[src/rtl/acsc_pkg.sv]
// Shared types, constants and wrap helpers for the alarm clock set controller.
`default_nettype none
package acsc_pkg;

   localparam logic [4:0]  HOUR_MAX          = 5'd23;
   localparam logic [5:0]  MINUTE_MAX        = 6'd59;
   localparam logic [15:0] HALF_PERIOD_RESET = 16'd500;
   localparam logic [4:0]  ALARM_HOUR_RESET  = 5'd7;

   // Button bit positions within the level vector
   localparam int BTN_SET   = 0;
   localparam int BTN_UP    = 1;
   localparam int BTN_DOWN  = 2;
   localparam int BTN_ALARM = 3;

   typedef enum logic [1:0] {
      MODE_NORMAL    = 2'd0,
      MODE_SET_TIME  = 2'd1,
      MODE_SET_ALARM = 2'd2
   } mode_type;

   typedef enum logic {
      FIELD_HOUR   = 1'b0,
      FIELD_MINUTE = 1'b1
   } field_type;

   typedef struct packed {
      logic [3:0]  levels;
      logic [4:0]  hour;
      logic [5:0]  minute;
      logic [5:0]  second;
      logic [31:0] time_ms;
   } sample_type;

   typedef struct packed {
      mode_type    mode;
      field_type   field_sel;
      logic [4:0]  edit_hour;
      logic [5:0]  edit_minute;
      logic [4:0]  alarm_hour;
      logic [5:0]  alarm_minute;
      logic        armed;
      logic        ringing;
      logic        beep_phase;
      logic        buzzer;
      logic [31:0] last_beep_ms;
      logic [3:0]  held;
   } state_type;

   typedef struct packed {
      mode_type    mode;
      field_type   field_sel;
      logic [4:0]  edit_hour;
      logic [5:0]  edit_minute;
      logic [4:0]  alarm_hour;
      logic [5:0]  alarm_minute;
      logic        armed;
      logic        ringing;
      logic        buzzer;
      logic        clock_write;
   } result_type;

   function automatic logic [4:0] hour_up(input logic [4:0] v);
      logic [4:0] n;
      n = v + 5'd1;
      return (n > HOUR_MAX) ? 5'd0 : n;
   endfunction

   function automatic logic [4:0] hour_down(input logic [4:0] v);
      return (v == 5'd0) ? HOUR_MAX : v - 5'd1;
   endfunction

   function automatic logic [5:0] minute_up(input logic [5:0] v);
      logic [5:0] n;
      n = v + 6'd1;
      return (n > MINUTE_MAX) ? 6'd0 : n;
   endfunction

   function automatic logic [5:0] minute_down(input logic [5:0] v);
      return (v == 6'd0) ? MINUTE_MAX : v - 6'd1;
   endfunction

endpackage
`default_nettype wire

[src/rtl/acsc_in_stage.sv]
// Input register stage with its valid/stall handshake.
`default_nettype none
module acsc_in_stage
   import acsc_pkg::*;
(
   input  wire logic       clock,
   input  wire logic       reset,
   input  wire logic       req_valid,
   output logic            req_stall,
   input  wire sample_type sample_in,
   input  wire logic       advance,
   output logic            stage_valid,
   output sample_type      stage_sample
);

   logic       valid_ff;
   sample_type sample_ff;
   logic       accept;

   assign req_stall    = valid_ff && !advance;
   assign accept       = req_valid && !req_stall;
   assign stage_valid  = valid_ff;
   assign stage_sample = sample_ff;

   always_ff @(posedge clock) begin
      if (reset) begin
         valid_ff <= 1'b0;
      end else if (accept) begin
         valid_ff <= 1'b1;
      end else if (advance) begin
         valid_ff <= 1'b0;
      end
   end

   // Payload loads only on an accepted beat
   always_ff @(posedge clock) begin
      if (accept) begin
         sample_ff <= sample_in;
      end
   end

endmodule
`default_nettype wire

[src/rtl/acsc_step_logic.sv]
// Next-state logic for one poll sample: buttons, alarm match and buzzer timing.
`default_nettype none
module acsc_step_logic
   import acsc_pkg::*;
(
   input  wire state_type  state_cur,
   input  wire sample_type smp,
   input  wire logic [15:0] half_period,
   output state_type       state_nxt,
   output logic            clock_write
);

   state_type   s;
   logic        cw;
   logic [3:0]  rise;
   logic [31:0] elapsed;

   assign state_nxt   = s;
   assign clock_write = cw;
   assign elapsed     = smp.time_ms - state_cur.last_beep_ms;

   always_comb begin
      s      = state_cur;
      cw     = 1'b0;
      rise   = smp.levels & ~state_cur.held;
      s.held = smp.levels;

      if (rise[BTN_SET]) begin
         case (s.mode)
            MODE_NORMAL: begin
               s.mode        = MODE_SET_TIME;
               s.edit_hour   = smp.hour;
               s.edit_minute = smp.minute;
            end
            MODE_SET_TIME: begin
               cw     = 1'b1;
               s.mode = MODE_SET_ALARM;
            end
            default: begin
               s.mode = MODE_NORMAL;
            end
         endcase
         s.field_sel = FIELD_HOUR;
      end

      if (rise[BTN_UP]) begin
         if (s.mode == MODE_SET_TIME) begin
            if (s.field_sel == FIELD_HOUR) s.edit_hour = hour_up(s.edit_hour);
            else s.edit_minute = minute_up(s.edit_minute);
         end else if (s.mode == MODE_SET_ALARM) begin
            if (s.field_sel == FIELD_HOUR) s.alarm_hour = hour_up(s.alarm_hour);
            else s.alarm_minute = minute_up(s.alarm_minute);
         end
      end

      if (rise[BTN_DOWN]) begin
         if (s.mode == MODE_SET_TIME) begin
            if (s.field_sel == FIELD_HOUR) s.edit_hour = hour_down(s.edit_hour);
            else s.edit_minute = minute_down(s.edit_minute);
         end else if (s.mode == MODE_SET_ALARM) begin
            if (s.field_sel == FIELD_HOUR) s.alarm_hour = hour_down(s.alarm_hour);
            else s.alarm_minute = minute_down(s.alarm_minute);
         end
      end

      if (rise[BTN_ALARM]) begin
         if (s.mode == MODE_NORMAL) begin
            // stop a ring, keep the beep phase
            if (s.ringing) begin
               s.ringing = 1'b0;
               s.buzzer  = 1'b0;
            end else begin
               s.armed = ~s.armed;
            end
         end else begin
            s.field_sel = (s.field_sel == FIELD_HOUR) ? FIELD_MINUTE : FIELD_HOUR;
         end
      end

      if (s.mode == MODE_NORMAL) begin
         if (s.armed && !s.ringing && smp.hour == s.alarm_hour &&
             smp.minute == s.alarm_minute && smp.second == 6'd0) begin
            s.ringing = 1'b1;
         end
         if (s.ringing) begin
            if (elapsed > {16'd0, half_period}) begin
               s.beep_phase   = ~s.beep_phase;
               s.buzzer       = s.beep_phase;
               s.last_beep_ms = smp.time_ms;
            end
         end else begin
            s.buzzer = 1'b0;
         end
      end
   end

endmodule
`default_nettype wire

[src/rtl/alarm_clock_set_controller_core.sv]
// Top level of the alarm clock set controller: state, result register and ports.
//
// The block takes one poll sample per clock cycle while req_stall is low and
// returns one result beat for each accepted sample: the sample is held in
// an input register, the step logic works out the new controller state in a
// single pass, and state and result are written together into registers. A
// result held by rsp_stall stalls the input register, and with it req_stall,
// only once both stages are full. The buzzer half period is written through
// the csr_ port, which is always ready; write it only while no sample is in
// flight.
`default_nettype none
module alarm_clock_set_controller_core
   import acsc_pkg::*;
(
   input  wire logic        clock,
   input  wire logic        reset,

   input  wire logic        csr_valid,
   output logic             csr_ready,
   input  wire logic [15:0] csr_wdata,

   input  wire logic        req_valid,
   output logic             req_stall,
   input  wire logic        req_set_level,
   input  wire logic        req_up_level,
   input  wire logic        req_down_level,
   input  wire logic        req_alarm_level,
   input  wire logic [4:0]  req_current_hour,
   input  wire logic [5:0]  req_current_minute,
   input  wire logic [5:0]  req_current_second,
   input  wire logic [31:0] req_time_ms,

   output logic             rsp_valid,
   input  wire logic        rsp_stall,
   output logic [1:0]       rsp_mode,
   output logic             rsp_field_select,
   output logic [4:0]       rsp_edit_hour,
   output logic [5:0]       rsp_edit_minute,
   output logic [4:0]       rsp_alarm_hour_out,
   output logic [5:0]       rsp_alarm_minute_out,
   output logic             rsp_alarm_armed,
   output logic             rsp_ringing,
   output logic             rsp_buzzer_on,
   output logic             rsp_clock_write
);

   logic [15:0] half_period_ff;
   state_type   state_ff;
   state_type   state_in;
   result_type  result_ff;
   logic        rsp_valid_ff;
   logic        stage_valid;
   sample_type  stage_sample;
   sample_type  sample_in;
   logic        advance;
   logic        cw;

   localparam state_type STATE_RESET = '{
      mode:         MODE_NORMAL,
      field_sel:    FIELD_HOUR,
      edit_hour:    5'd0,
      edit_minute:  6'd0,
      alarm_hour:   ALARM_HOUR_RESET,
      alarm_minute: 6'd0,
      armed:        1'b0,
      ringing:      1'b0,
      beep_phase:   1'b0,
      buzzer:       1'b0,
      last_beep_ms: 32'd0,
      held:         4'd0
   };

   assign csr_ready = 1'b1;

   assign sample_in.levels  = {req_alarm_level, req_down_level, req_up_level, req_set_level};
   assign sample_in.hour    = req_current_hour;
   assign sample_in.minute  = req_current_minute;
   assign sample_in.second  = req_current_second;
   assign sample_in.time_ms = req_time_ms;

   // Move a sample forward when the result register is free or being drained
   assign advance = stage_valid && (!rsp_valid_ff || !rsp_stall);

   acsc_in_stage u_in_stage (
      .clock        (clock),
      .reset        (reset),
      .req_valid    (req_valid),
      .req_stall    (req_stall),
      .sample_in    (sample_in),
      .advance      (advance),
      .stage_valid  (stage_valid),
      .stage_sample (stage_sample)
   );

   acsc_step_logic u_step_logic (
      .state_cur   (state_ff),
      .smp         (stage_sample),
      .half_period (half_period_ff),
      .state_nxt   (state_in),
      .clock_write (cw)
   );

   always_ff @(posedge clock) begin
      if (reset) begin
         half_period_ff <= HALF_PERIOD_RESET;
         state_ff       <= STATE_RESET;
         rsp_valid_ff   <= 1'b0;
      end else begin
         if (csr_valid && csr_ready) begin
            half_period_ff <= csr_wdata;
         end
         if (advance) begin
            state_ff     <= state_in;
            rsp_valid_ff <= 1'b1;
         end else if (!rsp_stall) begin
            rsp_valid_ff <= 1'b0;
         end
      end
   end

   always_ff @(posedge clock) begin
      if (advance) begin
         result_ff.mode         <= state_in.mode;
         result_ff.field_sel    <= state_in.field_sel;
         result_ff.edit_hour    <= state_in.edit_hour;
         result_ff.edit_minute  <= state_in.edit_minute;
         result_ff.alarm_hour   <= state_in.alarm_hour;
         result_ff.alarm_minute <= state_in.alarm_minute;
         result_ff.armed        <= state_in.armed;
         result_ff.ringing      <= state_in.ringing;
         result_ff.buzzer       <= state_in.buzzer;
         result_ff.clock_write  <= cw;
      end
   end

   assign rsp_valid            = rsp_valid_ff;
   assign rsp_mode             = result_ff.mode;
   assign rsp_field_select     = result_ff.field_sel;
   assign rsp_edit_hour        = result_ff.edit_hour;
   assign rsp_edit_minute      = result_ff.edit_minute;
   assign rsp_alarm_hour_out   = result_ff.alarm_hour;
   assign rsp_alarm_minute_out = result_ff.alarm_minute;
   assign rsp_alarm_armed      = result_ff.armed;
   assign rsp_ringing          = result_ff.ringing;
   assign rsp_buzzer_on        = result_ff.buzzer;
   assign rsp_clock_write      = result_ff.clock_write;

   // A clock write only ever leaves set-time for set-alarm
   assert property (@(posedge clock) disable iff (reset)
      rsp_valid && rsp_clock_write |-> rsp_mode == MODE_SET_ALARM)
      else $error("clock write outside set-alarm entry");

   // The alarm can only ring while armed
   assert property (@(posedge clock) disable iff (reset)
      rsp_valid && rsp_ringing |-> rsp_alarm_armed)
      else $error("ringing while disarmed");

   // In normal mode the buzzer sounds only while ringing
   assert property (@(posedge clock) disable iff (reset)
      rsp_valid && rsp_mode == MODE_NORMAL && rsp_buzzer_on |-> rsp_ringing)
      else $error("buzzer on without ringing in normal mode");

   // Stored alarm time stays in range
   assert property (@(posedge clock) disable iff (reset)
      rsp_valid |-> rsp_alarm_hour_out <= HOUR_MAX && rsp_alarm_minute_out <= MINUTE_MAX)
      else $error("alarm time out of range");

endmodule
`default_nettype wire

[config.mk]
export PLATFORM = sky130hd
export DESIGN_NAME = alarm_clock_set_controller_core
export DESIGN_NICKNAME = d
export VERILOG_FILES = /design/src/rtl/acsc_pkg.sv /design/src/rtl/acsc_in_stage.sv /design/src/rtl/acsc_step_logic.sv /design/src/rtl/alarm_clock_set_controller_core.sv
export SDC_FILE = /design/constraint.sdc
export NUM_CORES = 1
export LEC_CHECK = 0
export BUFFER_PORTS_ARGS = -buffer_cell sky130_fd_sc_hd__buf_2
export CAP_MARGIN = 20
export CELL_PAD_IN_SITES_DETAIL_PLACEMENT = 1
export CELL_PAD_IN_SITES_GLOBAL_PLACEMENT = 2
export CORE_MARGIN = 1
export CORE_UTILIZATION = 34
export DETAILED_ROUTE_END_ITERATION = 7
export PLACE_DENSITY = 0.89
export SETUP_SLACK_MARGIN = 0.5
export SLEW_MARGIN = 20
export SYNTH_ARGS = -nofsm -noshare
export SYNTH_HDL_FRONTEND = slang
export SYNTH_SLANG_ARGS = --single-unit
[constraint.sdc]
create_clock -name clock -period 4.05 [get_ports clock]
set_input_delay 0.2025 -clock clock [delete_from_list [all_inputs] [get_ports clock]]
set_output_delay 0.2025 -clock clock [all_outputs]
set_load 0.01 [all_outputs]
[Word level (Yosys, flattened, before mapping)]
Cells that the tools add are included.
Operators by class
  reduce and logical (&&, ||, !) cells: 22
  order comparisons: 5
  $add $sub $neg: 9
  multiplexer cells: 48
  equality and inequality tests: 6
  bitwise gates (word level): 4
Operators with widths (count)
  $mux 11: 7
  $mux 6: 8
  $mux 22: 2
  $mux 5: 8
  $mux 35: 1
  $mux 34: 1
  $gt 32x16->1: 1
  $mux 32: 1
  $sub 32x32->32: 1
  $logic_not 6->1: 3
  $mux 1: 16
  $mux 14: 1
  $add 6x1->6 const B: 2
  $gt 6x6->1 const B: 2
  $sub 6x1->6 const B: 2
  $add 5x1->5 const B: 2
  $gt 5x5->1 const B: 2
  $logic_not 5->1: 2
  $sub 5x1->5 const B: 2
  $logic_and 1x1->1: 7
  $eq 6x6->1: 1
  $eq 5x5->1: 1
  $logic_not 1->1: 5
  $and 4x4->4: 1
  11 further kinds: 15
Storage, ports and cells
  register bits after elaboration: 165
  word-level logic and storage cells: 124
  input bits: 74
  output and inout port bits: 32

[Logic depth before layout (Yosys ltp)]
  word-level depth: 23
  depth in mapped cells: 22
  gate-level depth less buffers: 21

[Modules after synthesis]
Synthesis repeated with hierarchy kept, for this count alone.
Unflattened totals
  cell total of the unflattened synthesis: 1228
  area, all modules: 11532.3 um^2
By module, submodules not included
  acsc_step_logic: cells an instance 803, area each 5504.0 um^2, instances 1
  alarm_clock_set_controller_core: cells an instance 368, area each 4386.7 um^2, instances 1
  acsc_in_stage: cells an instance 57, area each 1641.6 um^2, instances 1

[Worst setup path after synthesis]
Ideal clock, no wire load.
  path kind: register -> register
  start: reg u_in_stage.sample_ff (netlist bit u_in_stage.stage_sample[0])
  end: reg state_ff[37] in the netlist's numbering
  path buffers: 1
  cell stages (with the launch flop): 21
  data arrival time: 3.992 ns
  setup slack: -0.065 ns
  setup time: 0.123 ns
  cell sequence: edfxtp_1 inv_1 ha_1 inv_1 fa_1 a21o_1 a221oi_2 o211ai_1 a21oi_1 xnor2_1 ha_1 a21o_1 a21oi_1 a2bb2oi_1 o211ai_1 o21ai_0 nand4_1 nor4_1 and2b_1 buf_6 mux2_1
Between the ends
  word-level cells in the longest chain between the ends: 3
Ends and longest elaborated chain
  start: declaration: RTL line acsc_in_stage.sv:17  | sample_type sample_ff;
  start signal: assignment: RTL line acsc_in_stage.sv:38  | sample_ff <= sample_in;
  $sub 32x32->32: RTL line acsc_step_logic.sv:20  | assign elapsed = smp.time_ms - state_cur.last_beep_ms;
  $gt 32x16->1: RTL line acsc_step_logic.sv:86  | if (elapsed > {16'd0, half_period}) begin
  $reduce_and 4->1 (no line)
  end signal: assignment: RTL line alarm_clock_set_controller_core.sv:113  | state_ff <= state_in;
  end: declaration: RTL line alarm_clock_set_controller_core.sv:48  | state_type state_ff;
No other way between the ends.
A chain may end at the register's enable or synchronous reset.

[Final worst setup path]
  start: reg u_in_stage.sample_ff (netlist bit u_in_stage.stage_sample[0])
  end: reg state_ff[5] in the netlist's numbering
The elaborated chain is that of the path after synthesis.

==> out/metrics.csv <==
metric,value,unit
n_fill_cell,3434,
r2r_slack,-80,ps
diodes,0,
synth_cells,1171,
wl_per_cell,18.79,um
yosysTopAreaCellShare,0.2360,
place_congestion,0.8664,
synth_cell_types,81,
finalInstanceArea,0.01421,sq mm
cts.reportedPaths.clkPinSlew,80,ps
cts_buffers,17,
cp_max_fo,7,
drt-initial-drc-count,509,
synth.cell_area,0.01043,sq mm
die_x,177.2,um
power.total,4.664,mW
fin_cells,1847,
die-area,0.03139,sq mm
row_count,63,
portBuffers,104,
clockBufferDepth,2,
antenna_found_initial,0,
final_nets,1580,
yosys_warnings,0,
status,"finished, violations left",
rsz0062_at_grt,true,
drc,0,
clkLatencyLatePin,460,ps
yosys-top-cells-area,"edfxtp_1 (24%), dfxtp_1 (16%), ha_1 (7.3%)",
synthesis.nets,1307,
power.leakage,5.615,nW
syn_area_per_cell,8.909,sq um
period_share,1.021,
cp-start-kind,flip-flop,
failed_checks,setup timing,
synth_edf_count,82,
layout_common_cells,"nand2_1 (171), buf_4 (123), buf_2 (104)",
hold_violations,0,
via_per_inst,5.322,
area_delta_synth_final,36.23,%
maxSlewViolCount,0,
path_class,flip-flop to flip-flop,
cts_tree,built,
maxSlewHeadroom,0.3565,
dpl.hpwl,23080,um
finClkSkew,12.15,ps
cts_sinks,165,
cp-end-kind,flip-flop,
worst_pin_slew,964.2,ps
cts-root-buf,clkbuf_16,
grt_pass1_wl,53140,um
die_y,177.2,um
start_util,0.3492,
core_area,0.02987,sq mm
vias,9829,
synthArstFlopShare,0,
boundaryPins,106,
tns,-1802,ps
synth_ff_type,dfxtp_1,
routed_wl,34710,um
cp_data_arrival_time,4530,ps
finalSetupViolations,34,
ir_drop,0.3327,mV
grt-ovfl-total,0,
hp-class,input port to flip-flop,
dp.cells,1698,
synth-seq-cells,165,
grt_use_total,0.2162,
drive_above_1_share,0.2739,
post_dp_cell_area,0.01195,sq mm
ant_nets,0,
timing.max_cap.violations,0,
max_freq,241.8,MHz
holdWs,17.72,ps
yosysTopAreaCell,edfxtp_1,
final_common_cell,nand2_1,
dr.pass1.iters,5,
htreeDepth,4,
grt_max_degree,58,
period_minus_slack,4135,ps
power-per-cell-area,328.2,mW/mm^2
synth-seq-area-share,0.3953,
grt_pass1_vias,10130,
required,4440,ps
setup_slack,-84.81,ps
timing repair:
| item | 4_1_cts | 5_1_grt |
|---|---|---|
| resized for setup | 83 | 50 |
| hold endpoints to repair | 69 | 0 |
| endpoints found under the setup margin | 56 | 57 |
| cloned | 1 | 2 |
| buffers inserted | 19 | 26 |
| hold buffers | 69 | 0 |
| pin swaps | 32 | 39 |
critical path, cell delays in order (launching register included):
cell,delay (ps)
edfxtp_1,390
inv_1,70
ha_2,180
inv_2,40
fa_2,330
a21o_1,200
a221oi_4,350
o211ai_1,160
a21oi_1,220
xnor2_1,90
ha_1,320
nand4_1,100
or3_4,340
o211ai_1,210
o21ai_2,90
nand4_1,120
nor4_2,50
and2b_4,400
clkbuf_16,220
mux2i_1,190
routing by layer:
layer  routed length [um]  vias to the layer above  track usage
li1                     -                     4750            -
met1                15120                     4847       0.2612
met2                17870                      184       0.3885
met3                  933                       48      0.03479
met4                  791                        0      0.06717
met5                    0                        -            0
kinds of logic (layout without fill, tap and decap cells):
kind of cell	after synthesis	count (layout)	share of synthesized area
XOR/XNOR	40	40	0.03358
flip-flops	165	165	0.3953
AND/OR/NAND/NOR	405	405	0.1836
buffers and inverters	139	425	0.05625
multiplexers	72	72	0.07052
other	1	1	0.0003595
adder cells (fa/ha/maj)	62	62	0.07508
AO/OA/AOI/OAI	287	287	0.1853
metrics by stage:
stage            util  setup slack (ps)
2_1_floorplan       -             202.1
3_3_place_gp   0.3999            -13.06
3_5_place_dp   0.3999            -81.95
4_1_cts        0.4595            -42.51
5_1_grt        0.4757            -350.1
6_report       0.4757            -84.81
sequential cells by signal, indices dropped and copies added, names as in the netlist, 2 cells and up:
name / count
state_ff: 65
rsp_alarm_hour_out: 5
rsp_edit_minute: 6
rsp_alarm_minute_out: 6
rsp_mode: 2
u_in_stage.stage_sample: 53
half_period_ff: 16
rsp_edit_hour: 5
power breakdown:
group	switching, mW	internal [mW]	total, mW
clock	0.797	0.877	1.67
sequential	0.0536	1.84	1.90
combinational	0.598	0.497	1.09
total	1.45	3.22	4.66
synthesized netlist by cell type (all sizes together) (14+ instances only):
cell type    n
a211oi      19
o21a        19
nor3        20
clkbuf      39
a21oi       80
ha          61
dfxtp       83
a21o        16
nor2        77
and2        14
nand2      173
xnor2       30
o211ai      24
edfxtp      82
nand4       20
mux2i       60
o21ai       51
buf         19
inv         81
nand3       27
final cells by class:
| type | instances | area [sq um] | share of cell area |
|---|---|---|---|
| clock buffer | 17 | 425.4 | 0.02993 |
| multi-input combinational | 867 | 6314 | 0.4442 |
| sequential | 165 | 4138 | 0.2911 |
| inverter | 81 | 310.3 | 0.02183 |
| timing repair buffer | 312 | 2376 | 0.1672 |
| tap | 390 | 488.0 | 0.03433 |
| clock inverter | 15 | 161.4 | 0.01136 |
worst paths after layout:
check	start	end	cells past startpoint
worst max-delay path	u_in_stage.stage_sample[0]	state_ff[5]	19
worst min-delay path	csr_wdata[14]	half_period_ff[14]	3
worst max register to register	u_in_stage.stage_sample[0]	state_ff[5]	19
worst min register to register	state_ff[29]	state_ff[29]	2
Power figures use the tool's default switching activity.
